### config.mk
export PLATFORM = sky130hd
export DESIGN_NAME = key_matrix_debouncer_core
export DESIGN_NICKNAME = d
export VERILOG_FILES = /design/src/design/kmd_pkg.sv /design/src/design/kmd_ctrl.sv /design/src/design/kmd_datapath.sv /design/src/design/key_matrix_debouncer_core.sv
export SDC_FILE = /design/constraint.sdc
export NUM_CORES = 1
export LEC_CHECK = 0
export ABC_AREA = 1
export BUFFER_PORTS_ARGS = -buffer_cell sky130_fd_sc_hd__buf_2
export CORE_ASPECT_RATIO = 2
export CORE_MARGIN = 3
export CORE_UTILIZATION = 40
export CTS_CLUSTER_SIZE = 20
export DETAILED_ROUTE_END_ITERATION = 8
export PLACE_DENSITY_LB_ADDON = 0.08
export SYNTH_ARGS = -nofsm -noshare
export SYNTH_HDL_FRONTEND = slang
export SYNTH_HIERARCHICAL = 1
export SYNTH_SLANG_ARGS = --single-unit
### constraint.sdc
create_clock -name aclk -period 4.8 [get_ports aclk]
set_clock_uncertainty 0.1 [all_clocks]
set_input_delay 0.24 -clock aclk [delete_from_list [all_inputs] [get_ports aclk]]
set_output_delay 0.24 -clock aclk [all_outputs]
set_load 0.05 [all_outputs]
### src/design/kmd_pkg.sv
package kmd_pkg;

    // fixed field widths
    localparam int ROW_IDX_W  = 4;
    localparam int COL_BITS_W = 10;
    localparam int RELOAD_W   = 8;
    localparam int COUNT_W    = 7;

    // default matrix size
    localparam int ROWS_DEF = 10;
    localparam int COLS_DEF = 10;

    // reset and saturation values
    localparam logic [RELOAD_W-1:0] RELOAD_AT_RESET = 8'd5;
    localparam logic [COUNT_W-1:0]  COUNT_MAX       = 7'd127;

    // controller to datapath commands
    typedef struct packed {
        logic latch_in;
        logic update;
        logic sweep_step;
        logic load_out;
    } kmd_cmd_t;

    // datapath to controller status
    typedef struct packed {
        logic fire;
        logic sweep_last;
        logic out_free;
    } kmd_status_t;

endpackage

### src/design/kmd_ctrl.sv
module kmd_ctrl (
    input  logic                 aclk,
    input  logic                 aresetn,
    input  logic                 s_valid,
    output logic                 s_ready,
    input  kmd_pkg::kmd_status_t status,
    output kmd_pkg::kmd_cmd_t    cmd
);

    localparam logic [1:0] ST_IDLE  = 2'd0;
    localparam logic [1:0] ST_EXEC  = 2'd1;
    localparam logic [1:0] ST_SWEEP = 2'd2;
    localparam logic [1:0] ST_FORM  = 2'd3;

    logic [1:0] state_reg;
    logic [1:0] state_next;

    // next state and commands
    always_comb begin
        state_next = state_reg;
        cmd        = '0;
        s_ready    = 1'b0;
        unique case (state_reg)
            ST_IDLE: begin
                s_ready = 1'b1;
                if (s_valid) begin
                    cmd.latch_in = 1'b1;
                    state_next   = ST_EXEC;
                end
            end
            ST_EXEC: begin
                cmd.update = 1'b1;
                state_next = status.fire ? ST_SWEEP : ST_FORM;
            end
            ST_SWEEP: begin
                cmd.sweep_step = 1'b1;
                if (status.sweep_last) begin
                    state_next = ST_FORM;
                end
            end
            ST_FORM: begin
                if (status.out_free) begin
                    cmd.load_out = 1'b1;
                    state_next   = ST_IDLE;
                end
            end
            default: begin
                state_next = ST_IDLE;
            end
        endcase
    end

    // state register
    always_ff @(posedge aclk) begin
        if (!aresetn) begin
            state_reg <= ST_IDLE;
        end else begin
            state_reg <= state_next;
        end
    end

endmodule

### src/design/kmd_datapath.sv
module kmd_datapath #(
    parameter int ROWS = kmd_pkg::ROWS_DEF,
    parameter int COLS = kmd_pkg::COLS_DEF
) (
    input  logic                            aclk,
    input  logic                            aresetn,
    input  logic [kmd_pkg::ROW_IDX_W-1:0]   s_row_index,
    input  logic [kmd_pkg::COL_BITS_W-1:0]  s_column_bits,
    input  logic                            s_end_of_pass,
    output logic                            m_valid,
    input  logic                            m_ready,
    output logic [kmd_pkg::COL_BITS_W-1:0]  m_stable_row,
    output logic                            m_settled,
    output logic [kmd_pkg::COUNT_W-1:0]     m_pressed_count,
    input  logic                            cfg_valid,
    input  logic [kmd_pkg::RELOAD_W-1:0]    cfg_data,
    input  kmd_pkg::kmd_cmd_t               cmd,
    output kmd_pkg::kmd_status_t            status
);

    localparam int SW      = (COLS < kmd_pkg::COL_BITS_W) ? COLS : kmd_pkg::COL_BITS_W;
    localparam int ADDR_W  = (ROWS > 1) ? $clog2(ROWS) : 1;
    localparam int PC_W    = $clog2(SW + 1);
    localparam int TOTAL_W = $clog2(ROWS * SW + 1);

    // row stores
    logic [SW-1:0] pending_reg [ROWS];
    logic [SW-1:0] stable_reg  [ROWS];

    // latched item
    logic [kmd_pkg::ROW_IDX_W-1:0]  row_idx_reg;
    logic [kmd_pkg::COL_BITS_W-1:0] col_reg;
    logic                           last_reg;

    logic [kmd_pkg::RELOAD_W-1:0] reload_reg, reload_next;
    logic [kmd_pkg::RELOAD_W-1:0] quiet_reg, quiet_next;
    logic [kmd_pkg::COUNT_W-1:0]  key_total_reg, key_total_next;
    logic [TOTAL_W-1:0]           acc_reg, acc_next;
    logic [ADDR_W-1:0]            sweep_idx_reg, sweep_idx_next;
    logic                         m_valid_reg, m_valid_next;

    logic [kmd_pkg::COL_BITS_W-1:0] stable_row_reg;
    logic                           settled_reg;
    logic [kmd_pkg::COUNT_W-1:0]    pressed_reg;

    logic                         row_valid;
    logic [ADDR_W-1:0]            row_addr;
    logic [ADDR_W-1:0]            pend_addr;
    logic [SW-1:0]                pend_rd;
    logic [SW-1:0]                col_trunc;
    logic                         changed;
    logic [kmd_pkg::RELOAD_W-1:0] reload_eff;
    logic [kmd_pkg::RELOAD_W-1:0] after_load;
    logic                         dec;
    logic [PC_W-1:0]              pc;
    logic [TOTAL_W-1:0]           acc_sum;
    logic [kmd_pkg::COUNT_W-1:0]  total_sat;

    // row decode and pending compare
    always_comb begin
        row_valid  = 32'(row_idx_reg) < 32'(ROWS);
        row_addr   = row_valid ? ADDR_W'(row_idx_reg) : '0;
        pend_addr  = cmd.sweep_step ? sweep_idx_reg : row_addr;
        pend_rd    = pending_reg[pend_addr];
        col_trunc  = SW'(col_reg);
        changed    = row_valid && (pend_rd != col_trunc);
        reload_eff = (reload_reg == '0) ? kmd_pkg::RELOAD_W'(1) : reload_reg;
        after_load = changed ? reload_eff : quiet_reg;
        dec        = last_reg && (after_load != '0);
    end

    // popcount of the swept row and running total
    always_comb begin
        pc = '0;
        for (int i = 0; i < SW; i++) begin
            pc = pc + PC_W'(pend_rd[i]);
        end
        acc_sum = acc_reg + TOTAL_W'(pc);
        if (32'(acc_sum) > 32'(kmd_pkg::COUNT_MAX)) begin
            total_sat = kmd_pkg::COUNT_MAX;
        end else begin
            total_sat = kmd_pkg::COUNT_W'(acc_sum);
        end
    end

    // status to controller
    always_comb begin
        status.fire       = dec && (after_load == kmd_pkg::RELOAD_W'(1));
        status.sweep_last = sweep_idx_reg == ADDR_W'(ROWS - 1);
        status.out_free   = !m_valid_reg || m_ready;
    end

    // next values of control registers
    always_comb begin
        reload_next    = cfg_valid ? cfg_data : reload_reg;
        quiet_next     = quiet_reg;
        acc_next       = acc_reg;
        sweep_idx_next = sweep_idx_reg;
        key_total_next = key_total_reg;
        if (cmd.update) begin
            quiet_next     = dec ? after_load - kmd_pkg::RELOAD_W'(1) : after_load;
            acc_next       = '0;
            sweep_idx_next = '0;
        end
        if (cmd.sweep_step) begin
            acc_next       = acc_sum;
            sweep_idx_next = sweep_idx_reg + ADDR_W'(1);
            if (status.sweep_last) begin
                key_total_next = total_sat;
            end
        end
        if (cmd.load_out) begin
            m_valid_next = 1'b1;
        end else if (m_ready) begin
            m_valid_next = 1'b0;
        end else begin
            m_valid_next = m_valid_reg;
        end
    end

    // state registers and row stores
    always_ff @(posedge aclk) begin
        if (!aresetn) begin
            for (int r = 0; r < ROWS; r++) begin
                pending_reg[r] <= '0;
                stable_reg[r]  <= '0;
            end
            reload_reg    <= kmd_pkg::RELOAD_AT_RESET;
            quiet_reg     <= kmd_pkg::RELOAD_AT_RESET;
            key_total_reg <= '0;
            acc_reg       <= '0;
            sweep_idx_reg <= '0;
            m_valid_reg   <= 1'b0;
        end else begin
            reload_reg    <= reload_next;
            quiet_reg     <= quiet_next;
            key_total_reg <= key_total_next;
            acc_reg       <= acc_next;
            sweep_idx_reg <= sweep_idx_next;
            m_valid_reg   <= m_valid_next;
            if (cmd.update && changed) begin
                pending_reg[row_addr] <= col_trunc;
            end
            if (cmd.sweep_step) begin
                stable_reg[sweep_idx_reg] <= pend_rd;
            end
        end
    end

    // item capture and result register
    always_ff @(posedge aclk) begin
        if (cmd.latch_in) begin
            row_idx_reg <= s_row_index;
            col_reg     <= s_column_bits;
            last_reg    <= s_end_of_pass;
        end
        if (cmd.load_out) begin
            stable_row_reg <= row_valid ? kmd_pkg::COL_BITS_W'(stable_reg[row_addr]) : '0;
            settled_reg    <= quiet_reg == '0;
            pressed_reg    <= key_total_reg;
        end
    end

    assign m_valid         = m_valid_reg;
    assign m_stable_row    = stable_row_reg;
    assign m_settled       = settled_reg;
    assign m_pressed_count = pressed_reg;

endmodule

### src/design/key_matrix_debouncer_core.sv
// channel | direction | signals
// --------+-----------+-------------------------------------------------------
// s_      | in        | s_valid s_ready s_row_index s_column_bits s_end_of_pass
// m_      | out       | m_valid m_ready m_stable_row m_settled m_pressed_count
// cfg_    | in        | cfg_valid cfg_ready cfg_data (debounce reload)
//
// an item runs idle, exec and form; ending the quiet period adds the sweep
// state, where the stable copy and the key recount walk one row a cycle
// one item is in flight at a time; input is taken only in the idle state
// a result waits in the output register while m_ready is low
// reset (aresetn low, synchronous) clears both row stores, the key total and
// sets the reload and quiet counter to five; cfg_ready is always high
module key_matrix_debouncer_core #(
    parameter int ROWS = kmd_pkg::ROWS_DEF,
    parameter int COLS = kmd_pkg::COLS_DEF
) (
    input  logic                            aclk,
    input  logic                            aresetn,
    input  logic                            s_valid,
    output logic                            s_ready,
    input  logic [kmd_pkg::ROW_IDX_W-1:0]   s_row_index,
    input  logic [kmd_pkg::COL_BITS_W-1:0]  s_column_bits,
    input  logic                            s_end_of_pass,
    output logic                            m_valid,
    input  logic                            m_ready,
    output logic [kmd_pkg::COL_BITS_W-1:0]  m_stable_row,
    output logic                            m_settled,
    output logic [kmd_pkg::COUNT_W-1:0]     m_pressed_count,
    input  logic                            cfg_valid,
    output logic                            cfg_ready,
    input  logic [kmd_pkg::RELOAD_W-1:0]    cfg_data
);

    kmd_pkg::kmd_cmd_t    cmd;
    kmd_pkg::kmd_status_t status;

    assign cfg_ready = 1'b1;

    // sequencer
    kmd_ctrl u_ctrl (
        .aclk    (aclk),
        .aresetn (aresetn),
        .s_valid (s_valid),
        .s_ready (s_ready),
        .status  (status),
        .cmd     (cmd)
    );

    // row stores, counters and result register
    kmd_datapath #(
        .ROWS (ROWS),
        .COLS (COLS)
    ) u_datapath (
        .aclk            (aclk),
        .aresetn         (aresetn),
        .s_row_index     (s_row_index),
        .s_column_bits   (s_column_bits),
        .s_end_of_pass   (s_end_of_pass),
        .m_valid         (m_valid),
        .m_ready         (m_ready),
        .m_stable_row    (m_stable_row),
        .m_settled       (m_settled),
        .m_pressed_count (m_pressed_count),
        .cfg_valid       (cfg_valid),
        .cfg_data        (cfg_data),
        .cmd             (cmd),
        .status          (status)
    );

endmodule
# Word-level counts from Yosys, hierarchy flattened
# Memory sizes are Yosys's and may differ from the RTL's. A register that Yosys moved wholly into a read port is not among the register bits.
# Cells that the tools add are included.
op_classes:
  n_addsub: 12
  n_lt_le_gt_ge: 1
  n_eq_ne: 9
  n_mux: 36
  n_reduce_logical: 17
ops:
  columns: ["cell", "n"]
  rows:
  - ["4-bit by 1-bit adder with 4-bit output", 8]
  - ["4-bit 2-to-1 mux", 6]
  - ["8-bit 2-to-1 mux", 3]
  - ["10-bit 2-to-1 mux", 2]
  - ["10-bit OR reduction", 2]
  - ["1-bit 2-to-1 mux", 19]
  - ["8-bit zero test", 2]
  - ["7-bit 2-to-1 mux", 2]
  - ["10-bit inequality test", 1]
  - ["8-bit by 1-bit == test with 1-bit output, second input constant", 1]
  - ["2-bit one-hot mux with 4 select lines", 1]
  - ["8-bit nonzero test", 1]
  - ["8-bit by 1-bit subtractor with 8-bit output, second input constant", 1]
  - ["7-bit by 4-bit adder with 7-bit output", 1]
  - ["2-bit 2-to-1 mux", 3]
  - ["2-bit inequality test, second input constant", 3]
  - ["4-bit by 1-bit adder with 4-bit output, second input constant", 1]
  - ["2-bit == test, second input constant", 2]
  - ["4-bit == test, second input constant", 1]
  - ["1-bit logical AND", 4]
  - ["4-bit < comparator, second input constant", 1]
  - ["2-bit nonzero test", 2]
  - ["3-bit AND reduction", 1]
  - ["1-bit by 1-bit adder with 2-bit output", 1]
  - ["5 further kinds", 6]
totals:
  reg_bits: 60
  ramBits: 200
  in_bits: 28
  out_inout_bits: 21
  n_memories: 2
mem_list:
  columns: ["memory", "words", "width", "read_ports", "rd_clocked_by_memory_dff", "wr", "line_no", "rtl"]
  rows:
  - ["u_datapath.pending_reg", 10, 10, 1, 0, 10, "kmd_datapath.sv:27", "logic [SW-1:0] pending_reg [ROWS];"]
  - ["u_datapath.stable_reg", 10, 10, 1, 1, 10, "kmd_datapath.sv:28", "logic [SW-1:0] stable_reg [ROWS];"]

# Longest topological paths before layout
# An unclocked memory read counts as a cell.
depth:
  depth_word: 15
  ltp_mapped: 33
  depth_no_buf: 32

# By module
# Netlist, hierarchy kept.
modules_own_cells:
  columns: ["module", "n_inst", "cells_each", "area_per_inst_um2", "seq_area_each_um2"]
  rows:
  - ["kmd_datapath", 1, 1492, 15114.5, 9499.1]
  - ["kmd_ctrl", 1, 34, 224.0, 40.0]
  - ["key_matrix_debouncer_core", 1, 2, 11.3, 0.0]

# Worst setup path before layout
# OpenSTA, ideal clock, no wires.
synth_timing:
  path_kind: "flip-flop to flip-flop"
  start: "reg u_ctrl.state_reg[0]"
  end: "reg u_datapath.acc_reg[6]"
  setup_ps: 70
  arrival_ps: 5014
  setup_slack_ps: -385
  path_stages_with_launch: 24
  synth_period_minus_slack_ps: 5185
  cell_sequence: "dfxtp_1 -> inv_1 -> ha_1 -> inv_2 -> nor2_4 -> inv_2 -> clkbuf_1 -> nand3_1 -> nand3_1 -> nand3_1 -> nand3_1 -> nand2_1 -> inv_1 -> fa_1 -> fa_1 -> fa_1 -> inv_1 -> fa_1 -> fa_1 -> o21ai_0 -> and3_1 -> xor2_1 -> nand2_1 -> a21oi_1"
synth_rtl:
  columns: ["element", "line_no", "rtl"]
  rows:
  - ["start, declared", "kmd_ctrl.sv:15", "logic [1:0] state_reg;"]
  - ["start signal, assigned", "kmd_ctrl.sv:58", "state_reg <= state_next;"]
  - ["end signal, assigned", "kmd_datapath.sv:138", "acc_reg <= acc_next;"]
  - ["end, declared", "kmd_datapath.sv:38", "logic [TOTAL_W-1:0] acc_reg, acc_next;"]

# Worst setup path after layout
layout_timing:
  start: "reg u_datapath/row_idx_reg[1] (netlist bit)"
  end: "reg u_datapath.acc_reg[6]"
layout_via:
  elab_chain_cells: 15
layout_lines:
  columns: ["element", "line_no", "rtl"]
  rows:
  - ["start, declared", "kmd_datapath.sv:31", "logic [kmd_pkg::ROW_IDX_W-1:0] row_idx_reg;"]
  - ["start signal, assigned", "kmd_datapath.sv:153", "row_idx_reg <= s_row_index;"]
  - ["4-bit < comparator", "kmd_datapath.sv:61", "row_valid = 32'(row_idx_reg) < 32'(ROWS);"]
  - ["4-bit 2-to-1 mux (*)", "kmd_datapath.sv:62", "row_addr = row_valid ? ADDR_W'(row_idx_reg) : '0;"]
  - ["4-bit 2-to-1 mux (*)", "kmd_datapath.sv:63", "pend_addr = cmd.sweep_step ? sweep_idx_reg : row_addr;"]
  - ["memory 10 x 10 bit (*)", null, null]
  - ["1-bit by 1-bit adder with 2-bit output", "kmd_datapath.sv:76", "pc = pc + PC_W'(pend_rd[i]);"]
  - ["4-bit by 1-bit adder with 4-bit output (7 in series)", "kmd_datapath.sv:76", null]
  - ["4-bit by 1-bit adder with 4-bit output (*)", "kmd_datapath.sv:76", null]
  - ["7-bit by 4-bit adder with 7-bit output (*)", "kmd_datapath.sv:78", "acc_sum = acc_reg + TOTAL_W'(pc);"]
  - ["7-bit 2-to-1 mux (*)", "kmd_datapath.sv:105", "if (cmd.sweep_step) begin"]
# Mark *: on every way between the ends. The rest lies on a longest branch, timed or not.
# A chain may end at the register's enable or synchronous reset.

==> results.sh <==
export IMPL_run_status="complete, no violations"
export IMPL_critical_path_class="flip-flop to flip-flop"
export IMPL_async_flop_share=0
export IMPL_fin_crit_sh=0.998
export IMPL_ys_seq_area_frac=0.621
export IMPL_startpoint_type="flip-flop"
export IMPL_dieWidth_um=145
export IMPL_rsz0062_at_grt="true"
export IMPL_placed_area_sq_mm=0.0169
export IMPL_clock_latency_ps=580
export IMPL_max_stage_delay_ps=560
export IMPL_synth_simple_area_share=0.233
export IMPL_die_area_sq_mm=0.0409
export IMPL_hold_viol_final=0
export IMPL_grt_usage=0.215
export IMPL_fmax_ghz=0.209
export IMPL_cts_buffer_depth=3
export IMPL_first_iter_violations=588
export IMPL_whs_ps=29.2
export IMPL_setup_viol=0
export IMPL_final_common_cell="edfxtp_1"
export IMPL_drt_wl_total_mm=44.5
export IMPL_crit_fanout=5
export IMPL_worstHoldPathCells=3
export IMPL_max_slew_margin_rel=0.383
export IMPL_initial_utilization=0.409
export IMPL_antenna_found_initial=0
export IMPL_cp_cell_sequence="o21ai_4 -> buf_6 -> nand2_4 -> o21ai_4 -> buf_6 -> buf_6 -> nand3_1 -> nand3_1 -> nand3_2 -> nand2_2 -> inv_2 -> fa_2 -> fa_1 -> fa_1 -> inv_1 -> fa_2 -> fa_2 -> o21ai_2 -> and3_1 -> xor2_1 -> nand2_1 -> a21oi_1"
export IMPL_synth_xor_area_frac=0.00456
export IMPL_wl_per_cell_um=20.1
export IMPL_synth_compound_area_share=0.0593
export IMPL_syn_area_sq_mm=0.0153
export IMPL_ios=49
export IMPL_overflow=0
export IMPL_cp_required_ps=5210
export IMPL_peakVddDrop_uv=617
export IMPL_min_to="u_datapath/reload_reg[6]"
export IMPL_ys_warnings_count=6
export IMPL_grt_pass1_wl_mm=67.0
export IMPL_synth_top_family_by_area="simple AND/OR/NAND/NOR gates"
export IMPL_synth_cell_types=44
export IMPL_crit_arrival_ps=5200
export IMPL_min_period_ps=4790
export IMPL_rrSetupSlack_ps=10
export IMPL_io_buffers=47
export IMPL_globalplace_congestion=0.869
export IMPL_yosys_most_used_dff="edfxtp_1"
export IMPL_cts_inserted_buffers=30
export IMPL_drc=0
export IMPL_final_area_sq_mm=0.0185
export IMPL_p_per_area_mw_per_mm2=626
export IMPL_leakage_nw=7.29
export IMPL_synth_edf_count=293
export IMPL_die_y_um=283
export IMPL_maxCapViolCount=0
export IMPL_htree_levels=1
export IMPL_clkSlewWorstSetupHoldPaths_ps=70
export IMPL_diodes=0
export IMPL_reg2reg_depth=22
export IMPL_power_total_mw=11.6
export IMPL_cts_tree="built"
export IMPL_hp_class="primary input to flip-flop"
export IMPL_synthMuxAreaShare=0
export IMPL_dp_hpwl_mm=32.6
export IMPL_synth_top_cell_area_share=0.573
export IMPL_synth_seq_cells=330
export IMPL_holdCritStartpoint="cfg_valid"
export IMPL_syn_to_final_growth_pct=20.7
export IMPL_synth_adder_area_share=0.0205
export IMPL_final_max_slew_viol_count=0
export IMPL_fin_nets=1782
export IMPL_avgSynthCellArea_sq_um=10.0
export IMPL_clock_sinks=330
export IMPL_syn_inst=1528
export IMPL_grt_pass1_vias=11800
export IMPL_drive_above_1_share=0.199
export IMPL_reg2reg_from="u_datapath/row_idx_reg[1]"
export IMPL_dr_pass1_iters=5
export IMPL_rows=100
export IMPL_via_count=11400
export IMPL_ant_nets=0
export IMPL_core_sq_mm=0.0375
export IMPL_ctsRootBufferMaster="clkbuf_16"
export IMPL_cp_slowest_cell="fa_2"
export IMPL_timing_rr_end="u_datapath/acc_reg[6]"
export IMPL_final_cell_mix="edfxtp_1, nand2_1, nor2_1"
export IMPL_largest_reg_flops=160
export IMPL_synth_area_leader_cell="edfxtp_1"
export IMPL_worst_pin_slew_ps=924
export IMPL_grt_max_degree=52
export IMPL_endpoint_kind="flip-flop"
export IMPL_synthTopCellsByArea="edfxtp_1, nand3_1, nand2_1, nor2_1, dfxtp_1"
export IMPL_viasPerCell=5.16
kinds of logic after synthesis:
group | after synthesis
and+or+nand+nor | 800
xor gates and xnor gates | 8
DFF | 330
adders and majority gates | 21
other | 2
buffers and inverters | 213
AOI/OAI and AO/OA | 154
final cells by class:
type / count / area [sq um]
clock inverter: 24 / 279
tap: 459 / 574
sequential: 330 / 9540
inverter: 131 / 503
clock buffer: 32 / 779
fill: 3575 / 19000
multi-input combinational: 1044 / 5260
timing repair buffer: 196 / 1600
worst max-delay path, delay by kind of cell, from the launching register on:
kind	cells	cell delay, ps
buf+inv	5	460
fa+ha+maj	5	2230
flops	1	430
simple gates	7	670
compound gates	4	650
xor+xnor	1	180
per-stage QoR:
step,cells,setup WS (ps),TNS (ps),util
finish,2216,10.1,0,0.494
global route,2216,-235,-1040,0.494
detailed placement,2114,-158,-554,0.449
CTS,2210,5.51,0,0.489
global placement,2114,-67.7,-69.8,0.449
floorplan,1587,29.5,0,-
what timing repair did:
item	in CTS	in global routing
pin swaps	9	2
setup buffers	10	5
hold endpoints to repair	25	0
endpoints found under the setup margin	8	165
gates resized for setup	23	24
cloned	1	1
hold buffers	29	0
layer usage:
metal / up-vias / share of wire / global-route usage
met5: - / 0 / 0
met4: 0 / 0.052 / 0.102
met3: 105 / 0.030 / 0.0191
met2: 262 / 0.58 / 0.428
met1: 5578 / 0.34 / 0.214
li1: 5494 / - / -
cell usage after synthesis (all sizes together) (2+ instances only):
library cell / n
nand3b: 3
nor3: 3
o21ai: 90
xor2: 8
nand2: 296
clkinv: 4
fa: 7
o22ai: 5
nor4: 2
nand4: 3
o221ai: 16
dfxtp: 37
o211ai: 8
o21bai: 2
buf: 46
nand3: 212
clkbuf: 36
conb: 2
edfxtp: 293
nor2: 280
inv: 127
ha: 14
a21oi: 30
power by group:
| group | switching [mW] | internal [mW] |
|---|---|---|
| Clock | 1.09 | 1.50 |
| Sequential | 0.102 | 3.42 |
| Combinational | 3.33 | 2.15 |
| Total | 4.52 | 7.07 |
how the worst max path moves through the flow:
stage / start / endpoint / slack, ps / depth (start not counted)
after floorplan: u_ctrl/state_reg[0] / u_datapath/acc_reg[6] / 30 / 24
after detailed placement: u_ctrl/state_reg[0] / u_datapath/acc_reg[6] / -160 / 21
after CTS: u_datapath/row_idx_reg[1] / u_datapath/acc_reg[6] / 6 / 22
final: u_datapath/row_idx_reg[1] / u_datapath/acc_reg[6] / 10 / 22
after global placement: u_datapath/row_idx_reg[2] / u_datapath/acc_reg[6] / -70 / 19
after global routing: u_datapath/row_idx_reg[1] / u_datapath/acc_reg[6] / -230 / 21
Power figures use the tool's default switching activity.
